==> config.mk <==
export PLATFORM = sky130hd
export DESIGN_NAME = rapf_lane
export DESIGN_NICKNAME = d
export VERILOG_FILES = /design/src/hdl/rapf_pkg.sv /design/src/hdl/rapf_lane.sv
export SDC_FILE = /design/constraint.sdc
export NUM_CORES = 1
export LEC_CHECK = 0
export BUFFER_PORTS_ARGS = -buffer_cell sky130_fd_sc_hd__buf_2
export CAP_MARGIN = 20
export CORE_MARGIN = 10
export CORE_UTILIZATION = 40
export DETAILED_ROUTE_END_ITERATION = 12
export PLACE_DENSITY = 0.68
export SYNTH_ARGS = -nofsm -noshare
export SYNTH_HDL_FRONTEND = slang
export SYNTH_SLANG_ARGS = --single-unit
==> constraint.sdc <==
create_clock -name vclk -period 3.7
set_input_delay 0 -clock vclk [all_inputs]
set_output_delay 0 -clock vclk [all_outputs]
set_load 0.02 [all_outputs]
==> src/hdl/rapf_pkg.sv <==
// ----------------------------------------------------------------------------
// RGB average prediction filter: package
// Shared types and fixed constants of the filter.
// ----------------------------------------------------------------------------
package rapf_pkg;

  localparam int PIX_W      = 8;
  localparam int NUM_CH     = 3;
  localparam int RGB_W      = PIX_W * NUM_CH;
  localparam int WIDTH_W    = 10;
  localparam int HEIGHT_W   = 13;
  localparam int ROW_W      = 12;
  localparam int CFG_DATA_W = 13;
  localparam int CFG_IDX_W  = 2;
  localparam int MAX_HEIGHT = 4096;

  localparam logic [WIDTH_W-1:0]  WIDTH_RESET  = WIDTH_W'(320);
  localparam logic [HEIGHT_W-1:0] HEIGHT_RESET = HEIGHT_W'(200);

  typedef enum logic {
    MODE_FILTER   = 1'b0,
    MODE_UNFILTER = 1'b1
  } mode_e;

  typedef enum logic [CFG_IDX_W-1:0] {
    CFG_FILTER_MODE  = 2'd0,
    CFG_IMAGE_WIDTH  = 2'd1,
    CFG_IMAGE_HEIGHT = 2'd2
  } cfg_idx_e;

  // position of one pixel in the frame
  typedef struct packed {
    logic has_left;
    logic has_up;
    logic last_pix;
  } pos_flags_t;

endpackage

==> src/hdl/rapf_lane.sv <==
// ----------------------------------------------------------------------------
// RGB average prediction filter: channel lane
// Forms floor((left + up) / 2) for one channel and applies it.
// ----------------------------------------------------------------------------
module rapf_lane (
  input  rapf_pkg::mode_e               mode_i,
  input  logic [rapf_pkg::PIX_W-1:0]    value_i,
  input  logic [rapf_pkg::PIX_W-1:0]    left_i,
  input  logic [rapf_pkg::PIX_W-1:0]    up_i,
  output logic [rapf_pkg::PIX_W-1:0]    result_o,
  output logic [rapf_pkg::PIX_W-1:0]    pixel_o
);
  import rapf_pkg::*;

  logic [PIX_W:0]   sum;
  logic [PIX_W-1:0] pred;

  assign sum  = {1'b0, left_i} + {1'b0, up_i};
  assign pred = sum[PIX_W:1];

  always_comb begin
    case (mode_i)
      MODE_FILTER: begin
        result_o = value_i - pred;
        pixel_o  = value_i;
      end
      MODE_UNFILTER: begin
        result_o = value_i + pred;
        pixel_o  = value_i + pred;
      end
      default: begin
        result_o = value_i - pred;
        pixel_o  = value_i;
      end
    endcase
  end

endmodule

==> results.tsv <==
metric	value	unit
diodes	0	
p_leak	0.000688	uW
max_slew_margin	0.778	
final.fill_count	259	
synth.area.top_cells	ha_1, xnor2_1, inv_1	
routedWlPerCell	12.6	um
drive_above_1_share	0.339	
finalHoldViolCount	0	
cts_setup_buffers	0	
synthCells	126	
die_area	4970	um2
globalRouteTotalUtil	0.0983	
crit_type	input pin to primary output	
synth_area_per_cell	8.10	um2
slowest_delay	0.34	ns
worst_slack	0.828	ns
crit_required	3.70	ns
hold_path_class	input pin to primary output	
synth.most_common_cell	ha_1	
report.final.slew_viol_count	0	
drtPass1Iterations	4	
synth_commonest_cells	ha_1, inv_1, xnor2_1	
area_growth	23.0	%
start_util	0.416	
core	2450	um2
crit_path_top_delay_cell	o31ai_1	
power_density	368	nW/um2
outcome	finished, final reports clean	
cp_top_family	compound AO/OA/AOI/OAI gates	
grt_pass1_vias	1097	
final_cells	195	
cp.arrival	2.87	ns
holdWs	0.393	ns
design_area	1260	um2
startpoint_type	input pin	
ir_drop	0.168	mV
drtIter0Drc	6	
syn_nets	176	
yosysSeqAreaShare	0	
die_w	70.5	um
synth_cell_types	28	
cp-end-kind	primary output	
yosysTopAreaCell	ha_1	
detailed_place_hpwl	2310	um
grt_overflow_total	0	
fin_setup_tns	0	ns
path_cells	buf_2 > ha_1 > a31o_2 > a21oi_1 > o21bai_1 > a21o_2 > xor2_1 > ha_1 > o31ai_1 > a21oi_1 > o21ai_0 > a21boi_0 > xor2_1 > buf_2	
synth.cell_area	1020	um2
rows	18	
dp.cells	195	
grt_max_degree	19	
cap_viol_max_count	0	
worst-slew-pin-transition	0.334	ns
via_count	981	
setup_violations	0	
dp_slack	0.805	ns
portBuffers	41	
seqCellArea	0	um2
gp_congestion	0.797	
max_freq	348	MHz
min_period	2.87	ns
post_cts_resized	0	
period_share	0.776	
synth_top_area_frac	0.270	
nets	217	
die_h	70.5	um
critPathBufInv	2	
drc	0	
ioPinCount	41	
antenna_found_initial	0	
clkbuf_count	0	
hold_buffers	0	
ys_warn_count	0	
worstPathMaxFanout	5	
rsz0062_at_grt	no	
via_per_inst	5.03	
placed_cell_area	1260	um2
grt_pass1_wl	4470	um
wl	2470	um
seq_cell_count	0	
ant_nets	0	
[stage by stage]
step	power, uW	util
2_1_floorplan	345	-
3_3_place_gp	458	0.512
3_5_place_dp	469	0.512
4_1_cts	471	0.512
5_1_grt	515	0.512
6_report	463	0.512
[path summary, 6_finish.rpt]
kind	start	end	slack, ns	cells past startpoint
worst max-delay path	left_i[1]	result_o[7]	0.83	14
worst min-delay path	value_i[2]	pixel_o[2]	0.39	3
[metal layers]
metal | vias up | global-route usage | wire [um]
li1 | 504 | - | -
met1 | 463 | 0.0988 | 979
met2 | 14 | 0.210 | 1370
met3 | 0 | 0.0169 | 120
met4 | 0 | 0 | 0
met5 | - | 0 | 0
[layout by cell type, fill, tap and decap left out, drive strengths merged]
master and instances:
buf 41, ha 22, inv 19, a21oi 14
xnor2 13, o21ai 7, a21o 7, mux2 6
xor2 6, o21bai 4, nand2b 4, nor2 4
mux2i 3, fa 3, o21a 2, nand2 2
o31ai 2, a31o 1, and2 1, nand4 1
nor2b 1, nor3 1, a21boi 1
[final cells by class]
class | count | area (um2) | area share
inverter | 19 | 71.3 | 0.0568
multi-input combinational | 105 | 942 | 0.750
tap | 30 | 37.5 | 0.0299
timing repair buffer | 41 | 205 | 0.163
[power by group]
part,switching (uW),internal [uW]
Combinational,266,197
Sequential,0,0
Clock,0,0
Total,266,197
[logic make-up (layout without fill, tap and decap cells)]
| family | after synthesis | in the layout | share of synthesized area |
|---|---|---|---|
| buffers and inverters | 21 | 60 | 0.0772 |
| AND/OR/NAND/NOR | 14 | 14 | 0.0723 |
| XOR/XNOR | 19 | 19 | 0.170 |
| adder cells (fa/ha/maj) | 25 | 25 | 0.328 |
| AO/OA/AOI/OAI | 38 | 38 | 0.256 |
| multiplexers | 9 | 9 | 0.0956 |
Note: power is estimated with default switching activity, not from simulation.
