`config.mk`:
```
export PLATFORM = sky130hd
export DESIGN_NAME = rapf_position
export DESIGN_NICKNAME = d
export VERILOG_FILES = /design/src/hdl/rapf_pkg.sv /design/src/hdl/rapf_position.sv
export SDC_FILE = /design/constraint.sdc
export NUM_CORES = 1
export LEC_CHECK = 0
export BUFFER_PORTS_ARGS = -buffer_cell sky130_fd_sc_hd__buf_2
export CAP_MARGIN = 30
export CELL_PAD_IN_SITES_DETAIL_PLACEMENT = 1
export CELL_PAD_IN_SITES_GLOBAL_PLACEMENT = 1
export CORE_AREA = 2 2 69 71
export DETAILED_ROUTE_END_ITERATION = 7
export DIE_AREA = 0 0 71 73
export PLACE_DENSITY_LB_ADDON = 0.1
export SYNTH_ARGS = -nofsm -noshare
export SYNTH_HDL_FRONTEND = slang
export SYNTH_SLANG_ARGS = --single-unit
export TNS_END_PERCENT = 30
```
`constraint.sdc`:
```
create_clock -name clk_i -period 6.85 [get_ports clk_i]
set_input_delay 0.685 -clock clk_i [delete_from_list [all_inputs] [get_ports clk_i]]
set_output_delay 0.685 -clock clk_i [all_outputs]
set_load 0.02 [all_outputs]
```
`src/hdl/rapf_pkg.sv`:
```
// ----------------------------------------------------------------------------
// RGB average prediction filter: package
// Shared types and fixed constants of the filter.
// ----------------------------------------------------------------------------
package rapf_pkg;

  localparam int PIX_W      = 8;
  localparam int NUM_CH     = 3;
  localparam int RGB_W      = PIX_W * NUM_CH;
  localparam int WIDTH_W    = 10;
  localparam int HEIGHT_W   = 13;
  localparam int ROW_W      = 12;
  localparam int CFG_DATA_W = 13;
  localparam int CFG_IDX_W  = 2;
  localparam int MAX_HEIGHT = 4096;

  localparam logic [WIDTH_W-1:0]  WIDTH_RESET  = WIDTH_W'(320);
  localparam logic [HEIGHT_W-1:0] HEIGHT_RESET = HEIGHT_W'(200);

  typedef enum logic {
    MODE_FILTER   = 1'b0,
    MODE_UNFILTER = 1'b1
  } mode_e;

  typedef enum logic [CFG_IDX_W-1:0] {
    CFG_FILTER_MODE  = 2'd0,
    CFG_IMAGE_WIDTH  = 2'd1,
    CFG_IMAGE_HEIGHT = 2'd2
  } cfg_idx_e;

  // position of one pixel in the frame
  typedef struct packed {
    logic has_left;
    logic has_up;
    logic last_pix;
  } pos_flags_t;

endpackage

```
`src/hdl/rapf_position.sv`:
```
// ----------------------------------------------------------------------------
// RGB average prediction filter: position counters
// Column and row counters against the clamped frame size.
// ----------------------------------------------------------------------------
module rapf_position #(
  parameter int MAX_WIDTH = 512,
  parameter int CW        = 9
) (
  input  logic                            clk_i,
  input  logic                            rst_ni,
  input  logic                            advance_i,
  input  logic [rapf_pkg::WIDTH_W-1:0]    image_width_i,
  input  logic [rapf_pkg::HEIGHT_W-1:0]   image_height_i,
  output logic [CW-1:0]                   column_o,
  output rapf_pkg::pos_flags_t            flags_o
);
  import rapf_pkg::*;

  localparam int PW = HEIGHT_W;

  logic [CW-1:0]    column_q, column_d;
  logic [ROW_W-1:0] row_q, row_d;
  logic [PW-1:0]    width_ext, eff_width, eff_height;
  logic             last_col, last_row;

  assign width_ext = PW'(image_width_i);

  always_comb begin
    if (width_ext == '0) begin
      eff_width = PW'(1);
    end else if (width_ext > PW'(MAX_WIDTH)) begin
      eff_width = PW'(MAX_WIDTH);
    end else begin
      eff_width = width_ext;
    end
    if (image_height_i == '0) begin
      eff_height = PW'(1);
    end else if (image_height_i > PW'(MAX_HEIGHT)) begin
      eff_height = PW'(MAX_HEIGHT);
    end else begin
      eff_height = image_height_i;
    end
  end

  assign last_col = (PW'(column_q) + PW'(1)) >= eff_width;
  assign last_row = (PW'(row_q) + PW'(1)) >= eff_height;

  always_comb begin
    column_d = column_q;
    row_d    = row_q;
    if (advance_i) begin
      if (last_col) begin
        column_d = '0;
        row_d    = last_row ? '0 : row_q + ROW_W'(1);
      end else begin
        column_d = column_q + CW'(1);
      end
    end
  end

  always_ff @(posedge clk_i or negedge rst_ni) begin
    if (!rst_ni) begin
      column_q <= '0;
      row_q    <= '0;
    end else begin
      column_q <= column_d;
      row_q    <= row_d;
    end
  end

  assign column_o         = column_q;
  assign flags_o.has_left = column_q != '0;
  assign flags_o.has_up   = row_q != '0;
  assign flags_o.last_pix = last_col && last_row;

endmodule

```
==> flow_summary.ini, run 1 <==
[synth]
syn_avg_cell_area_sq_um = 8.54
yosysWarnings = 0
syn_nets = 277
yosysMostFrequentCell = nand2_1
ys.flop_type = dfrtp_1
async_flop_share = 1.00
synthCells = 224
synth_top_area_frac = 0.275
synth_area_leaders = dfrtp_1, ha_1, nand2_1
netlist_area_sq_um = 1910
synth_top_cell_by_area = dfrtp_1
ys_seq_area_frac = 0.275
synth_cell_types = 40
synthTopCellsByCount = nand2_1, ha_1, dfrtp_1
ys_ff_latch = 21
synth_edf_count = 0

[sta]
period_needed_ns = 3.89
finalHoldViolCount = 0
fin_skew_ns = 0.00589
setup_viol = 0
slew_violations = 0
fmax_mhz = 257
timing.final.crit_share = 0.568
fin_setup_tns_ns = 0
slew_headroom = 0.675
rsz0062_at_grt = no
tightest_slew_ns = 0.487

[grt]
grt_max_degree = 22
grt_pass1_wl_um = 8260
antenna_found_initial = 0
grt_use_total = 0.201
overflow = 0
grt_pass1_vias = 1830

[cts]
cts_hold_buf = 0
h-tree-depth = 1
clk_pin_slew_ns = 0.08
cts_root_buf = clkbuf_8
worst_skew_pair.late_latency_ns = 0.27
post_cts.repair.setup_buffers = 0
cts_resized = 0
cts_tree = done
cts_sinks = 21
cts_buffer_depth = 2
cts_made_buffers = 3

[detailed_routing]
ant_nets = 0
met3_length_um = 109
dr_wl_met2_um = 2490
drt-pass1-iter-count = 4
met1Wirelength_um = 2030
route.detailed.drc = 0
routed_wl_um = 4680
route.top_layer_used = met4
detail_route.wl_per_cell_um = 15.0
viasPerCell = 5.62
vias = 1754
first_iter_violations = 58

[setup_path]
rrSetupSlack_ns = 3.64
end_kind = output port
critical_path_arrival_ns = 3.21
path_cells = ha_1 -> nand3_1 -> nor2_1 -> nand3_1 -> nor2_1 -> xnor2_1 -> inv_1 -> ha_1 -> nand2_1 -> nor2_1 -> nand2_1 -> o21ai_2 -> inv_1 -> a31oi_1 -> buf_2
cp-start-kind = register
reg2reg_depth = 14
rr_endpoint = row_q[0]$_DFFE_PN0P_
critPathTopFamily = simple AND/OR/NAND/NOR gates
max_stage_delay_ns = 0.43
cp_slowest_cell = dfrtp_1
rr_startpoint = row_q[0]$_DFFE_PN0P_
cp.required_ns = 6.16
critPathMaxFanout = 8
path_class = register to output port
cp_common_cell = nor2_1
worst-path-buf-inv = 3

[place]
port_buffers = 37
gp_congestion = 0.723
hpwlAfterDp_um = 3800

[flow_run]
maxCapViolations = 0

[floorplan]
io_pins = 38
row_count = 25
initial_core_util = 0.422
fp.coreArea_sq_um = 4540
die_h_um = 73
die_area_sq_um = 5180
die_w_um = 71

[layout]
postLayoutCoreUtil = 0.479
fin_nets = 312
syn_to_final_growth_pct = 13.6
diodes = 0
drive_gt1_frac = 0.205

[power]
power_mw = 0.511
powerDensity_nw_per_um2 = 235
ir_drop_v = 0.000106
leakagePower_nw = 1.07

[worst_hold_path]
hold_path_class = input port to async pin

[outcome]
status = finished clean
## metrics by stage
stage	cell area (sq um)	hold slack [ns]	setup slack (ns)	instances
2_1_floorplan	1910	0.389	3.66	224
3_3_place_gp	2130	0.535	3.21	308
3_5_place_dp	2130	0.548	3.24	308
4_1_cts	2170	0.394	2.91	312
5_1_grt	2170	0.404	2.61	312
6_report	2170	0.370	2.96	312
## layout make-up
| class | count | area, sq um |
|---|---|---|
| clock inverters | 1 | 5.00 |
| well taps | 54 | 67.6 |
| inverters | 14 | 52.6 |
| multi-input cells | 182 | 1300 |
| flip-flops and latches | 21 | 526 |
| clock buffers | 3 | 41.3 |
| fillers | 569 | 2360 |
| repair buffers | 37 | 185 |
## per-layer routing
metal	up-vias	GRT usage
met1	848	0.231
met5	-	0
met3	5	0.0166
met4	0	0.0566
met2	30	0.395
li1	871	-
## worst max path at each step
stage / start / endpoint / depth (start not counted)
final: row_q[0]$_DFFE_PN0P_ / flags_o[0] / 15
after floorplan: row_q[0]$_DFFE_PN0P_ / flags_o[0] / 14
after detailed placement: row_q[0]$_DFFE_PN0P_ / flags_o[0] / 15
after global routing: row_q[0]$_DFFE_PN0P_ / flags_o[0] / 15
after global placement: row_q[0]$_DFFE_PN0P_ / flags_o[0] / 15
after CTS: row_q[0]$_DFFE_PN0P_ / flags_o[0] / 15
## registers in the layout, summed over array words and instances (netlist names)
signal and count:
column_o 9, row_q 12
## where the power goes
part / total, mW / switching (mW) / internal (mW) / leakage (nW)
Sequential: 0.181 / 0.0355 / 0.145 / 0.262
Combinational: 0.245 / 0.139 / 0.106 / 0.787
Clock: 0.0850 / 0.0444 / 0.0406 / 0.0255
## placed cells by master, fill, tap and decap left out, types with 2 or more instances in the layout
cell | netlist | final
nand2_1 | 37 | 37
buf_2 | 3 | 37
ha_1 | 27 | 27
dfrtp_1 | 21 | 21
nor2_1 | 14 | 14
inv_1 | 13 | 13
nand3_1 | 13 | 13
xnor2_1 | 11 | 11
a21oi_1 | 11 | 11
nor3_1 | 6 | 6
nor4_1 | 6 | 6
a22o_1 | 6 | 6
a32o_1 | 6 | 6
xor2_1 | 5 | 5
a31oi_1 | 4 | 4
a21o_1 | 4 | 4
a221o_1 | 4 | 4
and3_1 | 3 | 3
clkbuf_8 | 0 | 3
nor2_2 | 2 | 2
nor3_2 | 2 | 2
nor4b_1 | 2 | 2
o21ai_2 | 2 | 2
nor2b_1 | 2 | 2
o21ai_1 | 2 | 2
o21ai_0 | 2 | 2
## cell families after synthesis
| logic type | count (synthesis) | share of synthesized area |
|---|---|---|
| flops | 21 | 0.275 |
| xor+xnor | 17 | 0.0818 |
| compound gates | 46 | 0.184 |
| fa+ha+maj | 27 | 0.177 |
| mux | 2 | 0.0111 |
| simple gates | 90 | 0.224 |
| buf+inv | 21 | 0.0477 |
Note: power is estimated with default switching activity, not from simulation.
==> run 2, diff against run 1 <==
--- a/config.mk
+++ b/config.mk
@@ -9,9 +9,9 @@
 export CAP_MARGIN = 30
 export CELL_PAD_IN_SITES_DETAIL_PLACEMENT = 1
 export CELL_PAD_IN_SITES_GLOBAL_PLACEMENT = 1
-export CORE_AREA = 2 2 69 71
+export CORE_AREA = 2 2 72 74
 export DETAILED_ROUTE_END_ITERATION = 7
-export DIE_AREA = 0 0 71 73
+export DIE_AREA = 0 0 74 76
 export PLACE_DENSITY_LB_ADDON = 0.1
 export SYNTH_ARGS = -nofsm -noshare
 export SYNTH_HDL_FRONTEND = slang
==> constraint.sdc (replaced) <==
create_clock -name clk_i -period 3.6 [get_ports clk_i]
set_input_delay 0.36 -clock clk_i [delete_from_list [all_inputs] [get_ports clk_i]]
set_output_delay 0.36 -clock clk_i [all_outputs]
set_load 0.02 [all_outputs]
==> run 2 against run 1 <==
Compared with the run above: via count is 0.80% lower; sequential cell count unchanged; clock skew down 0.0044 ns; count of clock-buffer cells in the layout unchanged; first-iteration DRC count fell by 64%; setup slack lost 2.6 ns; clock power up 80%; total power increased by 98%; utilization fell by 1.9 points; critical endpoint unchanged.
==> flow_summary.ini, run 2 (same netlist as run 1, synthesis figures left out) <==
[outcome]
status = finished clean

[sta]
tightest_slew_ns = 0.475
slew_headroom = 0.683
fin_setup_tns_ns = 0
finalHoldViolCount = 0
slew_violations = 0
setup_viol = 0
fmax_mhz = 306
period_needed_ns = 3.27
fin_skew_ns = 0.00154
timing.final.crit_share = 0.908
hold_slack_ns = 0.0473

[floorplan]
row_count = 26
io_pins = 38
die_area_sq_um = 5620
die_h_um = 76
initial_core_util = 0.389
die_w_um = 74
fp.coreArea_sq_um = 4910

[grt]
busiest_layer = met2
grt_pass1_vias = 1852
grt_util_met2 = 0.331
grt_use_total = 0.189
overflow = 0
grt_max_degree = 22
use_met1 = 0.241
use_met3 = 0.0119
grt_pass1_wl_um = 8430
antenna_found_initial = 0

[power]
leakagePower_nw = 1.10
powerDensity_nw_per_um2 = 448
combPwrFrac = 0.514
power_frac_seq = 0.335
power.switching_mw = 0.431
ir_drop_v = 0.000246
p_int_mw = 0.582
power_mw = 1.01
pwr-share-clk = 0.151
switching_share = 0.426

[detailed_routing]
routed_wl_um = 4730
drt-pass1-iter-count = 4
viasPerCell = 5.23
vias = 1740
first_iter_violations = 21
route.detailed.drc = 0
detail_route.wl_per_cell_um = 14.2
ant_nets = 0

[layout]
drive_gt1_frac = 0.236
top_register = row_q
fin_nets = 317
syn_to_final_growth_pct = 18.1
largest_reg_flops = 12
diodes = 0
final_cell_mix = nand2_1, buf_2, ha_1
stdcell_count = 333

[setup_path]
cp-start-kind = register
path_cells = ha_4 -> nand3_1 -> nor2_1 -> nand3_2 -> nor2_2 -> xnor2_1 -> inv_1 -> ha_1 -> nand2_1 -> nor2_1 -> nand2_1 -> o21ai_4 -> inv_1 -> a31oi_1 -> buf_2
path_class = register to output port
critPathMaxFanout = 6
crit_start = row_q[1]$_DFFE_PN0P_
cp.required_ns = 3.24
cp_slowest_cell = dfrtp_1
critical_path_arrival_ns = 2.91
end_kind = output port
rr_startpoint = row_q[1]$_DFFE_PN0P_
max_stage_delay_ns = 0.45

[cts]
cts_buffer_depth = 2
cts_root_buf = clkbuf_8
worst_skew_pair.late_latency_ns = 0.26
cts_made_buffers = 3
clk_pin_slew_ns = 0.08
cts_tree = done
h-tree-depth = 1
cts_sinks = 21

[place]
port_buffers = 37
gp_congestion = 0.742
place_inst = 325
hpwlAfterDp_um = 3930

[worst_hold_path]
hold_path_class = input port to async pin

[flow_run]
maxCapViolations = 0
## run 2: cell count changes in the layout (fill, tap and decap cells not counted)
cell | before | now
dfrtp_2 | 0 | 1
nor2_1 | 14 | 13
o21ai_4 | 0 | 1
o21ai_2 | 2 | 1
nor2_2 | 2 | 3
ha_4 | 0 | 1
ha_1 | 27 | 26
nand3_1 | 13 | 12
buf_4 | 0 | 5
dfrtp_1 | 21 | 20
nand3_2 | 1 | 2
## run 2: power by group through the flow
stage | Sequential, mW | Combinational, mW | Clock (mW)
5_1_grt | 0.347 | 0.603 | 0.172
2_1_floorplan | 0.355 | 0.329 | 0
3_5_place_dp | 0.339 | 0.506 | 0
4_1_cts | 0.334 | 0.512 | 0.159
3_3_place_gp | 0.338 | 0.501 | 0
6_report | 0.340 | 0.520 | 0.153
## run 2: critical path: cells and delay by family (launching register included)
kind                     cells  cell delay (ns)
AO/OA/AOI/OAI                2             0.37
XOR/XNOR                     1             0.15
adder cells (fa/ha/maj)      2             0.48
buffers and inverters        3             0.33
flip-flops                   1             0.45
AND/OR/NAND/NOR              7             0.86
## run 2: per-layer routing
layer  share of wire  vias to the layer above
met5               0                        -
met2            0.52                       38
met3           0.029                        6
met4           0.016                        0
li1                -                      883
met1            0.44                      813
## run 2: area by class of cell
class                      instances  area (sq um)
clock buffer                       3          41.3
clock inverter                     1          5.00
fill                             618          2650
inverter                          14          52.6
multi-input combinational        182          1320
sequential                        21           527
tap                               70          87.6
timing repair buffer              42           223
## run 2: timing repair
item | CTS | global route
buffers inserted | 0 | 4
pin swaps | 0 | 1
setup endpoints to repair | 1 | 2
gates resized for setup | 1 | 5
hold buffers | 0 | 0
## run 2: worst paths after layout
path                                           endpoint  depth (start not counted)  slack, ns
worst max-delay path                         flags_o[0]                         15       0.33
worst min-delay path               row_q[2]$_DFFE_PN0P_                          1       0.05
worst max register to register     row_q[0]$_DFFE_PN0P_                         15       0.49
worst min register to register    row_q[11]$_DFFE_PN0P_                          1       0.58
max in group asynchronous          row_q[0]$_DFFE_PN0P_                          1       3.20
min in group clk_i              column_o[0]$_DFFE_PN0P_                          2       0.42
## run 2: metrics by stage
step                      cell area [sq um]   util  setup WS (ns)
after global placement                 2150  0.439          0.246
after global routing                   2260  0.460       -0.00885
after CTS                              2210  0.450         0.0482
final                                  2260  0.460          0.333
after detailed placement               2150  0.439          0.278
after floorplan                        1910      -          0.736
